**src/rtl/rffd_pkg.sv**
```systemverilog
// Package with the shared types and command codes of the fan remote frame decoder.
`timescale 1ns / 1ps

package rffd_pkg;

  // Table geometry.
  localparam int FAN_COUNT = 16;
  localparam int FAN_ID_W  = $clog2(FAN_COUNT);

  // Frame acceptance limits.
  localparam logic [4:0]  PROT_MIN   = 5'd11;
  localparam logic [4:0]  PROT_MAX   = 5'd13;
  localparam logic [5:0]  FRAME_BITS = 6'd12;
  localparam logic [15:0] WINDOW_RST = 16'd500;

  // Command codes carried in code bits 5..0.
  localparam logic [5:0] CMD_DIR_TOGGLE   = 6'h3b;
  localparam logic [5:0] CMD_LIGHT_TOGGLE = 6'h3e;
  localparam logic [5:0] CMD_SPEED_1      = 6'h37;
  localparam logic [5:0] CMD_SPEED_2      = 6'h35;
  localparam logic [5:0] CMD_SPEED_3      = 6'h2f;
  localparam logic [5:0] CMD_SPEED_4      = 6'h27;
  localparam logic [5:0] CMD_SPEED_5      = 6'h1d;
  localparam logic [5:0] CMD_SPEED_6      = 6'h1f;
  localparam logic [5:0] CMD_FAN_OFF      = 6'h3d;

  // One entry of the fan table.
  typedef struct packed {
    logic       fade_on;
    logic       direction_up;
    logic       light_on;
    logic       fan_on;
    logic [2:0] speed;
  } fan_entry_t;

  localparam int ENTRY_W = $bits(fan_entry_t);

  // Decoded request handed from the front end to the update stage.
  typedef struct packed {
    logic [FAN_ID_W-1:0] id;
    logic                fade_on;
    logic [5:0]          cmd;
  } fan_req_t;

endpackage

```
**src/rtl/rffd_if.sv**
```systemverilog
// Handshake interfaces for the frame input channel and the fan state result channel.
`timescale 1ns / 1ps

interface rffd_in_if;
  logic        valid;
  logic        ready;
  logic [11:0] rf_code;
  logic [4:0]  protocol;
  logic [5:0]  bit_count;
  logic [31:0] time_ms;

  modport source (output valid, rf_code, protocol, bit_count, time_ms, input ready);
  modport sink   (input valid, rf_code, protocol, bit_count, time_ms, output ready);
endinterface

interface rffd_out_if;
  logic       valid;
  logic       ready;
  logic [3:0] fan_id;
  logic       fade_on;
  logic       direction_up;
  logic       light_on;
  logic       fan_on;
  logic [2:0] speed;

  modport source (output valid, fan_id, fade_on, direction_up, light_on, fan_on, speed,
                  input ready);
  modport sink   (input valid, fan_id, fade_on, direction_up, light_on, fan_on, speed,
                  output ready);
endinterface

```
**src/rtl/rffd_ram.sv**
```systemverilog
// Generic single-write, single-read RAM with a registered read port.
`timescale 1ns / 1ps

module rffd_ram #(
  parameter int WIDTH = 8,
  parameter int DEPTH = 16
) (
  input  logic                     clk,
  input  logic                     we,
  input  logic [$clog2(DEPTH)-1:0] waddr,
  input  logic [WIDTH-1:0]         wdata,
  input  logic                     re,
  input  logic [$clog2(DEPTH)-1:0] raddr,
  output logic [WIDTH-1:0]         rdata
);

  logic [WIDTH-1:0] mem [DEPTH];
  logic [WIDTH-1:0] rdata_r;

  // Write port.
  always_ff @(posedge clk) begin
    if (we) begin
      mem[waddr] <= wdata;
    end
  end

  // Registered read port; the data holds while no read is requested.
  always_ff @(posedge clk) begin
    if (re) begin
      rdata_r <= mem[raddr];
    end
  end

  assign rdata = rdata_r;

endmodule

```
**src/rtl/rffd_front.sv**
```systemverilog
// Frame filter, repeat suppression and request decode.
`timescale 1ns / 1ps

module rffd_front import rffd_pkg::*; (
  input  logic        clk,
  input  logic        rst_n,
  input  logic        accept,
  input  logic [11:0] rf_code,
  input  logic [4:0]  protocol,
  input  logic [5:0]  bit_count,
  input  logic [31:0] time_ms,
  input  logic        cfg_we,
  input  logic [15:0] cfg_wdata,
  output logic        issue,
  output fan_req_t    req
);

  logic [15:0] window_r;
  logic [11:0] last_code_r;
  logic [31:0] last_time_r;
  logic [31:0] elapsed;
  logic        frame_ok;
  logic        repeat_hit;

  // A frame must carry the right protocol, length and a clear top bit.
  assign frame_ok = (protocol >= PROT_MIN) && (protocol <= PROT_MAX) &&
                    (bit_count == FRAME_BITS) && !rf_code[11];

  // Elapsed time wraps with the timestamp.
  assign elapsed    = time_ms - last_time_r;
  assign repeat_hit = (rf_code == last_code_r) && (elapsed < {16'd0, window_r});
  assign issue      = accept && frame_ok && !repeat_hit;

  // Decode the fan index, fade flag and command.
  assign req.id      = ~rf_code[10:7];
  assign req.fade_on = ~rf_code[6];
  assign req.cmd     = rf_code[5:0];

  // Repeat window register.
  always_ff @(posedge clk) begin
    if (!rst_n) begin
      window_r <= WINDOW_RST;
    end else if (cfg_we) begin
      window_r <= cfg_wdata;
    end
  end

  // Remember the last frame that produced a request.
  always_ff @(posedge clk) begin
    if (!rst_n) begin
      last_code_r <= 12'd0;
      last_time_r <= 32'd0;
    end else if (issue) begin
      last_code_r <= rf_code;
      last_time_r <= time_ms;
    end
  end

endmodule

```
**src/rtl/rffd_update.sv**
```systemverilog
// Read-modify-write stage of the fan table and the result register.
`timescale 1ns / 1ps

module rffd_update import rffd_pkg::*; (
  input  logic                clk,
  input  logic                rst_n,
  input  logic                issue,
  input  fan_req_t            req,
  output logic                take,
  input  fan_entry_t          rd_entry,
  output logic                wr_en,
  output logic [FAN_ID_W-1:0] wr_addr,
  output fan_entry_t          wr_entry,
  output logic                out_valid,
  input  logic                out_ready,
  output logic [FAN_ID_W-1:0] out_id,
  output fan_entry_t          out_entry
);

  logic                s1_valid_r;
  fan_req_t            s1_req_r;
  logic                s1_written_r;
  logic [FAN_COUNT-1:0] written_r;
  logic                fwd_valid_r;
  logic [FAN_ID_W-1:0] fwd_id_r;
  fan_entry_t          fwd_entry_r;
  logic                out_valid_r;
  logic [FAN_ID_W-1:0] out_id_r;
  fan_entry_t          out_entry_r;
  logic                s1_go;
  fan_entry_t          cur;
  fan_entry_t          upd;

  // The held request moves on when the result register is free or drains.
  assign s1_go = s1_valid_r && (!out_valid_r || out_ready);
  assign take  = !s1_valid_r || s1_go;

  // Pick the newest copy of the entry: the write of the previous request,
  // then the memory, then the reset value for an entry never written.
  always_comb begin
    if (fwd_valid_r && (fwd_id_r == s1_req_r.id)) begin
      cur = fwd_entry_r;
    end else if (s1_written_r) begin
      cur = rd_entry;
    end else begin
      cur = '0;
    end
  end

  // Apply the command.
  always_comb begin
    upd         = cur;
    upd.fade_on = s1_req_r.fade_on;
    case (s1_req_r.cmd)
      CMD_DIR_TOGGLE:   upd.direction_up = ~cur.direction_up;
      CMD_LIGHT_TOGGLE: upd.light_on     = ~cur.light_on;
      CMD_SPEED_1: begin upd.fan_on = 1'b1; upd.speed = 3'd0; end
      CMD_SPEED_2: begin upd.fan_on = 1'b1; upd.speed = 3'd1; end
      CMD_SPEED_3: begin upd.fan_on = 1'b1; upd.speed = 3'd2; end
      CMD_SPEED_4: begin upd.fan_on = 1'b1; upd.speed = 3'd3; end
      CMD_SPEED_5: begin upd.fan_on = 1'b1; upd.speed = 3'd4; end
      CMD_SPEED_6: begin upd.fan_on = 1'b1; upd.speed = 3'd5; end
      CMD_FAN_OFF:      upd.fan_on       = 1'b0;
      default:          upd.fan_on       = cur.fan_on;
    endcase
  end

  assign wr_en    = s1_go;
  assign wr_addr  = s1_req_r.id;
  assign wr_entry = upd;

  // Request holding stage, aligned with the memory read.
  always_ff @(posedge clk) begin
    if (!rst_n) begin
      s1_valid_r <= 1'b0;
    end else if (take) begin
      s1_valid_r <= issue;
    end
  end

  always_ff @(posedge clk) begin
    if (take && issue) begin
      s1_req_r     <= req;
      s1_written_r <= written_r[req.id];
    end
  end

  // Per-entry written flags stand in for clearing the table at reset.
  always_ff @(posedge clk) begin
    if (!rst_n) begin
      written_r <= '0;
    end else if (s1_go) begin
      written_r[s1_req_r.id] <= 1'b1;
    end
  end

  // Copy of the latest write, which the memory read may have missed.
  always_ff @(posedge clk) begin
    if (!rst_n) begin
      fwd_valid_r <= 1'b0;
    end else if (s1_go) begin
      fwd_valid_r <= 1'b1;
    end
  end

  always_ff @(posedge clk) begin
    if (s1_go) begin
      fwd_id_r    <= s1_req_r.id;
      fwd_entry_r <= upd;
    end
  end

  // Result register.
  always_ff @(posedge clk) begin
    if (!rst_n) begin
      out_valid_r <= 1'b0;
    end else if (s1_go) begin
      out_valid_r <= 1'b1;
    end else if (out_ready) begin
      out_valid_r <= 1'b0;
    end
  end

  always_ff @(posedge clk) begin
    if (s1_go) begin
      out_id_r    <= s1_req_r.id;
      out_entry_r <= upd;
    end
  end

  assign out_valid = out_valid_r;
  assign out_id    = out_id_r;
  assign out_entry = out_entry_r;

endmodule

```
**src/rtl/rf_fan_remote_frame_decoder.sv**
```systemverilog
// Top level of the fan remote frame decoder.
`timescale 1ns / 1ps

// Decodes received remote frames into per-fan state. A frame is taken on
// every cycle in which the input request is valid and ready; ready stays
// high while the result register can drain, so one frame per cycle is
// sustained. Frames with the wrong protocol, bit count or top bit, and
// repeats of the last code inside the repeat window, give no result. Each
// other frame passes through the request holding stage, which is aligned
// with the registered read of the 16-entry fan table, whose single read
// port and forwarded last write set the rate, and then through the result
// register. The table reads as cleared after reset without a clearing
// pass. The repeat window register may be written only while the block
// is idle.
module rf_fan_remote_frame_decoder import rffd_pkg::*; (
  input  logic        clk,
  input  logic        rst_n,
  rffd_in_if.sink     in_ch,
  rffd_out_if.source  out_ch,
  input  logic        cfg_we,
  input  logic [15:0] cfg_wdata
);

  logic                take;
  logic                issue;
  fan_req_t            req;
  fan_entry_t          rd_entry;
  logic [ENTRY_W-1:0]  rd_bits;
  logic                wr_en;
  logic [FAN_ID_W-1:0] wr_addr;
  fan_entry_t          wr_entry;
  logic [FAN_ID_W-1:0] out_id;
  fan_entry_t          out_entry;

  assign in_ch.ready = take;

  // Filter and decode.
  rffd_front u_front (
    .clk       (clk),
    .rst_n     (rst_n),
    .accept    (in_ch.valid && take),
    .rf_code   (in_ch.rf_code),
    .protocol  (in_ch.protocol),
    .bit_count (in_ch.bit_count),
    .time_ms   (in_ch.time_ms),
    .cfg_we    (cfg_we),
    .cfg_wdata (cfg_wdata),
    .issue     (issue),
    .req       (req)
  );

  // Fan state table.
  rffd_ram #(
    .WIDTH (ENTRY_W),
    .DEPTH (FAN_COUNT)
  ) u_table (
    .clk   (clk),
    .we    (wr_en),
    .waddr (wr_addr),
    .wdata (wr_entry),
    .re    (issue && take),
    .raddr (req.id),
    .rdata (rd_bits)
  );

  assign rd_entry = fan_entry_t'(rd_bits);

  // Read-modify-write and result.
  rffd_update u_update (
    .clk       (clk),
    .rst_n     (rst_n),
    .issue     (issue),
    .req       (req),
    .take      (take),
    .rd_entry  (rd_entry),
    .wr_en     (wr_en),
    .wr_addr   (wr_addr),
    .wr_entry  (wr_entry),
    .out_valid (out_ch.valid),
    .out_ready (out_ch.ready),
    .out_id    (out_id),
    .out_entry (out_entry)
  );

  assign out_ch.fan_id       = out_id;
  assign out_ch.fade_on      = out_entry.fade_on;
  assign out_ch.direction_up = out_entry.direction_up;
  assign out_ch.light_on     = out_entry.light_on;
  assign out_ch.fan_on       = out_entry.fan_on;
  assign out_ch.speed        = out_entry.speed;

endmodule

```
**src/flat_wrapper.sv**
```systemverilog
// flat-port wrapper written by rule: the top's interface ports become plain ports
module rf_fan_remote_frame_decoder_flat import rffd_pkg::*;
  (clk, rst_n, cfg_we, cfg_wdata, in_ch_valid, in_ch_rf_code, in_ch_protocol, in_ch_bit_count, in_ch_time_ms, in_ch_ready, out_ch_valid, out_ch_fan_id, out_ch_fade_on, out_ch_direction_up, out_ch_light_on, out_ch_fan_on, out_ch_speed, out_ch_ready);
  rffd_in_if in_ch_i ();
  rffd_out_if out_ch_i ();
  input  logic clk;
  input  logic rst_n;
  input  logic cfg_we;
  input  logic [15:0] cfg_wdata;
  input wire logic [$bits(in_ch_i.valid)-1:0] in_ch_valid;
  input wire logic [$bits(in_ch_i.rf_code)-1:0] in_ch_rf_code;
  input wire logic [$bits(in_ch_i.protocol)-1:0] in_ch_protocol;
  input wire logic [$bits(in_ch_i.bit_count)-1:0] in_ch_bit_count;
  input wire logic [$bits(in_ch_i.time_ms)-1:0] in_ch_time_ms;
  output wire logic [$bits(in_ch_i.ready)-1:0] in_ch_ready;
  output wire logic [$bits(out_ch_i.valid)-1:0] out_ch_valid;
  output wire logic [$bits(out_ch_i.fan_id)-1:0] out_ch_fan_id;
  output wire logic [$bits(out_ch_i.fade_on)-1:0] out_ch_fade_on;
  output wire logic [$bits(out_ch_i.direction_up)-1:0] out_ch_direction_up;
  output wire logic [$bits(out_ch_i.light_on)-1:0] out_ch_light_on;
  output wire logic [$bits(out_ch_i.fan_on)-1:0] out_ch_fan_on;
  output wire logic [$bits(out_ch_i.speed)-1:0] out_ch_speed;
  input wire logic [$bits(out_ch_i.ready)-1:0] out_ch_ready;
  assign in_ch_i.valid = in_ch_valid;
  assign in_ch_i.rf_code = in_ch_rf_code;
  assign in_ch_i.protocol = in_ch_protocol;
  assign in_ch_i.bit_count = in_ch_bit_count;
  assign in_ch_i.time_ms = in_ch_time_ms;
  assign in_ch_ready = in_ch_i.ready;
  assign out_ch_valid = out_ch_i.valid;
  assign out_ch_fan_id = out_ch_i.fan_id;
  assign out_ch_fade_on = out_ch_i.fade_on;
  assign out_ch_direction_up = out_ch_i.direction_up;
  assign out_ch_light_on = out_ch_i.light_on;
  assign out_ch_fan_on = out_ch_i.fan_on;
  assign out_ch_speed = out_ch_i.speed;
  assign out_ch_i.ready = out_ch_ready;
  rf_fan_remote_frame_decoder u_core (.clk(clk), .rst_n(rst_n), .in_ch(in_ch_i), .out_ch(out_ch_i), .cfg_we(cfg_we), .cfg_wdata(cfg_wdata));
endmodule
```
**config.mk**
```make
export PLATFORM = sky130hd
export DESIGN_NAME = rf_fan_remote_frame_decoder_flat
export DESIGN_NICKNAME = d
export VERILOG_FILES = /design/src/rtl/rffd_pkg.sv /design/src/rtl/rffd_if.sv /design/src/rtl/rffd_ram.sv /design/src/rtl/rffd_front.sv /design/src/rtl/rffd_update.sv /design/src/rtl/rf_fan_remote_frame_decoder.sv /design/src/flat_wrapper.sv
export SDC_FILE = /design/constraint.sdc
export NUM_CORES = 1
export LEC_CHECK = 0
export BUFFER_PORTS_ARGS = -buffer_cell sky130_fd_sc_hd__buf_2
export CAP_MARGIN = 20
export CORE_UTILIZATION = 30
export CTS_BUF_LIST = sky130_fd_sc_hd__clkbuf_4 sky130_fd_sc_hd__clkbuf_8 sky130_fd_sc_hd__clkbuf_16
export DETAILED_ROUTE_END_ITERATION = 7
export HOLD_SLACK_MARGIN = 0.03
export PLACE_DENSITY = 0.51
export SYNTH_ARGS = -nofsm -noshare
export SYNTH_HDL_FRONTEND = slang
export SYNTH_SLANG_ARGS = --single-unit
```
**constraint.sdc**
```tcl
create_clock -name clk -period 5.65 [get_ports clk]
set_clock_uncertainty 0.05 [all_clocks]
set_input_delay 0.2825 -clock clk [delete_from_list [all_inputs] [get_ports clk]]
set_output_delay 0.2825 -clock clk [all_outputs]
set_load 0.01 [all_outputs]
```
==> flow_summary.ini <==
[power]
irDropWorstVdd_mv = 0.196
p_leak_nw = 4.95
internal_power_mw = 2.60
pwr-share-comb_pct = 10.2
swShare_pct = 24.9
p_switching_uw = 862
power_frac_seq_pct = 45.5
pwr-share-clk_pct = 44.3
power_density_mw_per_mm2 = 260

[synthesis]
netlist.area_leader.share_pct = 32.9
seq_area_frac_synth_pct = 46.8
synthArstFlopShare_pct = 0
synthFlopType = edfxtp_1
yosysWarnings = 0
ys_ff_latch = 204
synth_cell_types = 70
syn_area_per_cell_um2 = 10.6
synth_edf_count = 125
syn_area_mm2 = 0.0114
synth_cells = 1081
synth_nets = 1204
synth.area.top_cells = edfxtp_1 33%, dfxtp_1 14%, mux4_2 6.9%, ha_1 5.0%, a2bb2oi_1 3.4%
yosysTopAreaCell = edfxtp_1

[timing]
timing.fmax_ghz = 0.213
hold_ws_ns = 0.0708
rsz0062_at_grt = no
drv_slew = 0
fin_ws_ns = 0.954
min_period_ns = 4.70
worst_pin_slew_ns = 1.04
relSlewSlack_pct = 30.0
timing.final.crit_share_pct = 83.1
fin_tns_setup_ns = 0
finalSetupViolCount = 0
hold_viol = 0

[final_layout]
most-common-layout-cells = 125 x edfxtp_1, 95 x nand2_1, 87 x buf_2, 79 x dfxtp_1, 70 x o21ai_0
syn_to_final_growth_pct = 16.9
finalNonFillerCells = 1695
design_area_mm2 = 0.0133
final_common_cell = edfxtp_1
nFillCells = 3766
drive_gt1_share_pct = 16.7
nets = 1287

[global_routing]
overflow = 0
grt_pass1_vias = 8463
grt_first_pass_wirelength_um = 48300
grt_max_degree = 89
grt_usage_pct = 15.7
antenna_found_initial = 1

[placed_design]
place_inst = 1622
hpwlAfterDp_um = 21400
place_congestion = 0.864
pre_cts_ws_ns = 1.02
postPlaceCellArea_mm2 = 0.0123
io_buffers = 88

[die]
dieWidth_um = 197
num_rows = 71
initial_core_util_pct = 30.4
die_height_um = 197
io_pins = 89
dieArea_mm2 = 0.0388
core-area_mm2 = 0.0376

[setup_path]
rr_endpoint = u_core.u_front.last_time_r[5]
crit_arrival_ns = 5.06
path_cells = inv_1 > ha_1 > nor2b_1 > o2111ai_1 > a211oi_2 > nor3_1 > nor3_1 > nor2_1 > xnor2_1 > ha_1 > nand4_1 > nor3_1 > and3_1 > nor3_1 > nand4_1 > or4_4 > or2_1 > buf_4 > o311ai_1
path_class = reg -> reg
critPathMaxStageDelay_ns = 0.62
crit_required_ns = 6.02
cp_top_family = simple AND/OR/NAND/NOR gates
endpoint_kind = flip-flop
crit_buf_inv = 2
reg2reg_from = u_core.u_front.last_time_r[1]
crit_slowest_cell = a211oi_2
path_common_cell = nor3_1
reg2reg_depth = 19
critPathLaunchType = flip-flop
rrSetupSlack_ns = 0.95
cp_max_fo = 25

[worst_hold_path]
hold_end = u_core.u_update.out_valid
hold_path.class = in -> reg
min_from = out_ch_ready
holdPathStages = 3

[clocking]
clk_path_buf_depth = 3
cts_sinks = 204
cts_htree_levels = 1
cts-root-buf = clkbuf_16
numCtsBuffers = 25
insertion_delay_ns = 0.53
clkTransAtPathRegs_ns = 0.06
cts_setup_buffers = 0
ctsResizeCount = 0
tritoncts = done

[detailed_routing]
highest_layer = met4
viasPerCell = 5.21
wl_met2_um = 13900
drt-met1-wl_um = 14800
wl_met3_um = 1400
num_vias = 8829
drt_iter0_drc = 621
post-route-drc-count = 0
wl_per_cell_um = 18.0
wl_um = 30500
drtPass1Iterations = 5
ant_nets = 0

[run_status]
outcome = finished, final reports clean

[flow_run]
cap_viol_max_count = 0
==> worst reg2reg max path, cell delays in order, from the launching register on <==
cell,delay (ns)
dfxtp_1,0.37
inv_1,0.06
ha_1,0.26
nor2b_1,0.19
o2111ai_1,0.22
a211oi_2,0.62
nor3_1,0.17
nor3_1,0.20
nor2_1,0.07
xnor2_1,0.14
ha_1,0.29
nand4_1,0.12
nor3_1,0.06
and3_1,0.16
nor3_1,0.20
nand4_1,0.11
or4_4,0.48
or2_1,0.23
buf_4,0.25
o311ai_1,0.32
==> metal layers <==
metal | vias to the layer above | track usage [%]
li1 | 4268 | -
met1 | 4320 | 22.6
met2 | 209 | 25.2
met3 | 32 | 2.30
met4 | 0 | 2.93
met5 | - | 0
==> power by group through the flow <==
stage | clock network (mW) | logic [mW] | registers (mW)
6_report | 1.54 | 0.353 | 1.57
5_1_grt | 1.63 | 0.393 | 1.57
4_1_cts | 1.58 | 0.356 | 1.57
3_5_place_dp | 0 | 0.342 | 1.61
3_3_place_gp | 0 | 0.344 | 1.61
2_1_floorplan | 0 | 0.233 | 1.61
==> cells by family (layout without fill, tap and decap cells) <==
| logic type | after synthesis | in the layout | synth area share (%) |
|---|---|---|---|
| AO/OA/AOI/OAI | 293 | 293 | 18.0 |
| flip-flops | 204 | 204 | 46.8 |
| XOR/XNOR | 40 | 40 | 3.07 |
| buffers and inverters | 141 | 243 | 5.27 |
| AND/OR/NAND/NOR | 304 | 304 | 13.2 |
| other | 0 | 1 | 0 |
| multiplexers | 52 | 52 | 8.45 |
| adder cells (fa/ha/maj) | 47 | 47 | 5.22 |
==> per-stage QoR <==
step	power (mW)	util, %
2_1_floorplan	1.84	-
3_3_place_gp	1.95	32.7
3_5_place_dp	1.95	32.7
4_1_cts	3.51	35.4
5_1_grt	3.60	35.5
6_report	3.46	35.5
==> synthesized netlist by cell type (8+ instances only) <==
master and instances:
nand3_1 15, nor2_1 57, mux4_2 35, mux2i_1 15
ha_1 46, a21o_1 8, o21ai_0 70, nand2_1 95
xnor2_1 25, xor2_1 15, clkbuf_1 54, o211ai_1 8
and3_1 49, a21oi_1 47, o21a_1 24, o311ai_1 44
nor3_1 20, nand4_1 13, nor2b_1 15, inv_1 66
dfxtp_1 79, a2bb2oi_1 44, nor4_1 8, edfxtp_1 125
==> repair_timing <==
action,CTS,global route
endpoints found under the setup margin,0,0
hold buffers,23,0
hold endpoints to repair,23,0
==> cell type report <==
cell class              instances  area, µm²  area share [%]
diodes                          1       2.50          0.0188
clock inverters                17        134            1.00
well taps                     511        639            4.79
flip-flops and latches        204       5340            40.0
inverters                      67        251            1.88
clock buffers                  29        656            4.91
multi-input cells             736       5500            41.2
repair buffers                130        825            6.18
==> worst max-delay path by stage <==
stage / from / end / slack (ns) / cells after the start
6_report: u_core.u_front.last_time_r[1] / u_core.u_front.last_time_r[5] / 0.95 / 19
4_1_cts: u_core.u_front.last_time_r[1] / u_core.u_update.s1_written_r / 0.98 / 16
2_1_floorplan: in_ch_time_ms[0] / u_core.u_table.rdata[0] / 1.28 / 15
5_1_grt: u_core.u_front.last_time_r[1] / u_core.u_front.last_time_r[29] / 0.48 / 19
3_3_place_gp: in_ch_time_ms[1] / u_core.u_table.rdata[5] / 1.08 / 16
3_5_place_dp: u_core.u_front.last_time_r[1] / u_core.u_update.s1_req_r[4] / 1.02 / 16
==> registers in the layout (all words and copies together) (netlist names) <==
signal                        count
u_core.u_update.wr_entry          1
u_core.u_update.out_id            4
u_core.u_front.window_r          16
u_core.u_update.s1_req_r          6
u_core.u_update.fwd_valid_r       1
u_core.u_table.mem               96
u_core.u_update.wr_addr           4
u_core.u_update.s1_written_r      1
u_core.u_front.last_time_r       32
u_core.u_update.out_valid         1
u_core.u_table.rdata              6
u_core.u_update.s1_valid_r        1
u_core.u_front.last_code_r       12
u_core.u_update.out_entry         7
u_core.u_update.written_r        16
Note: power is estimated with default switching activity, not from simulation.
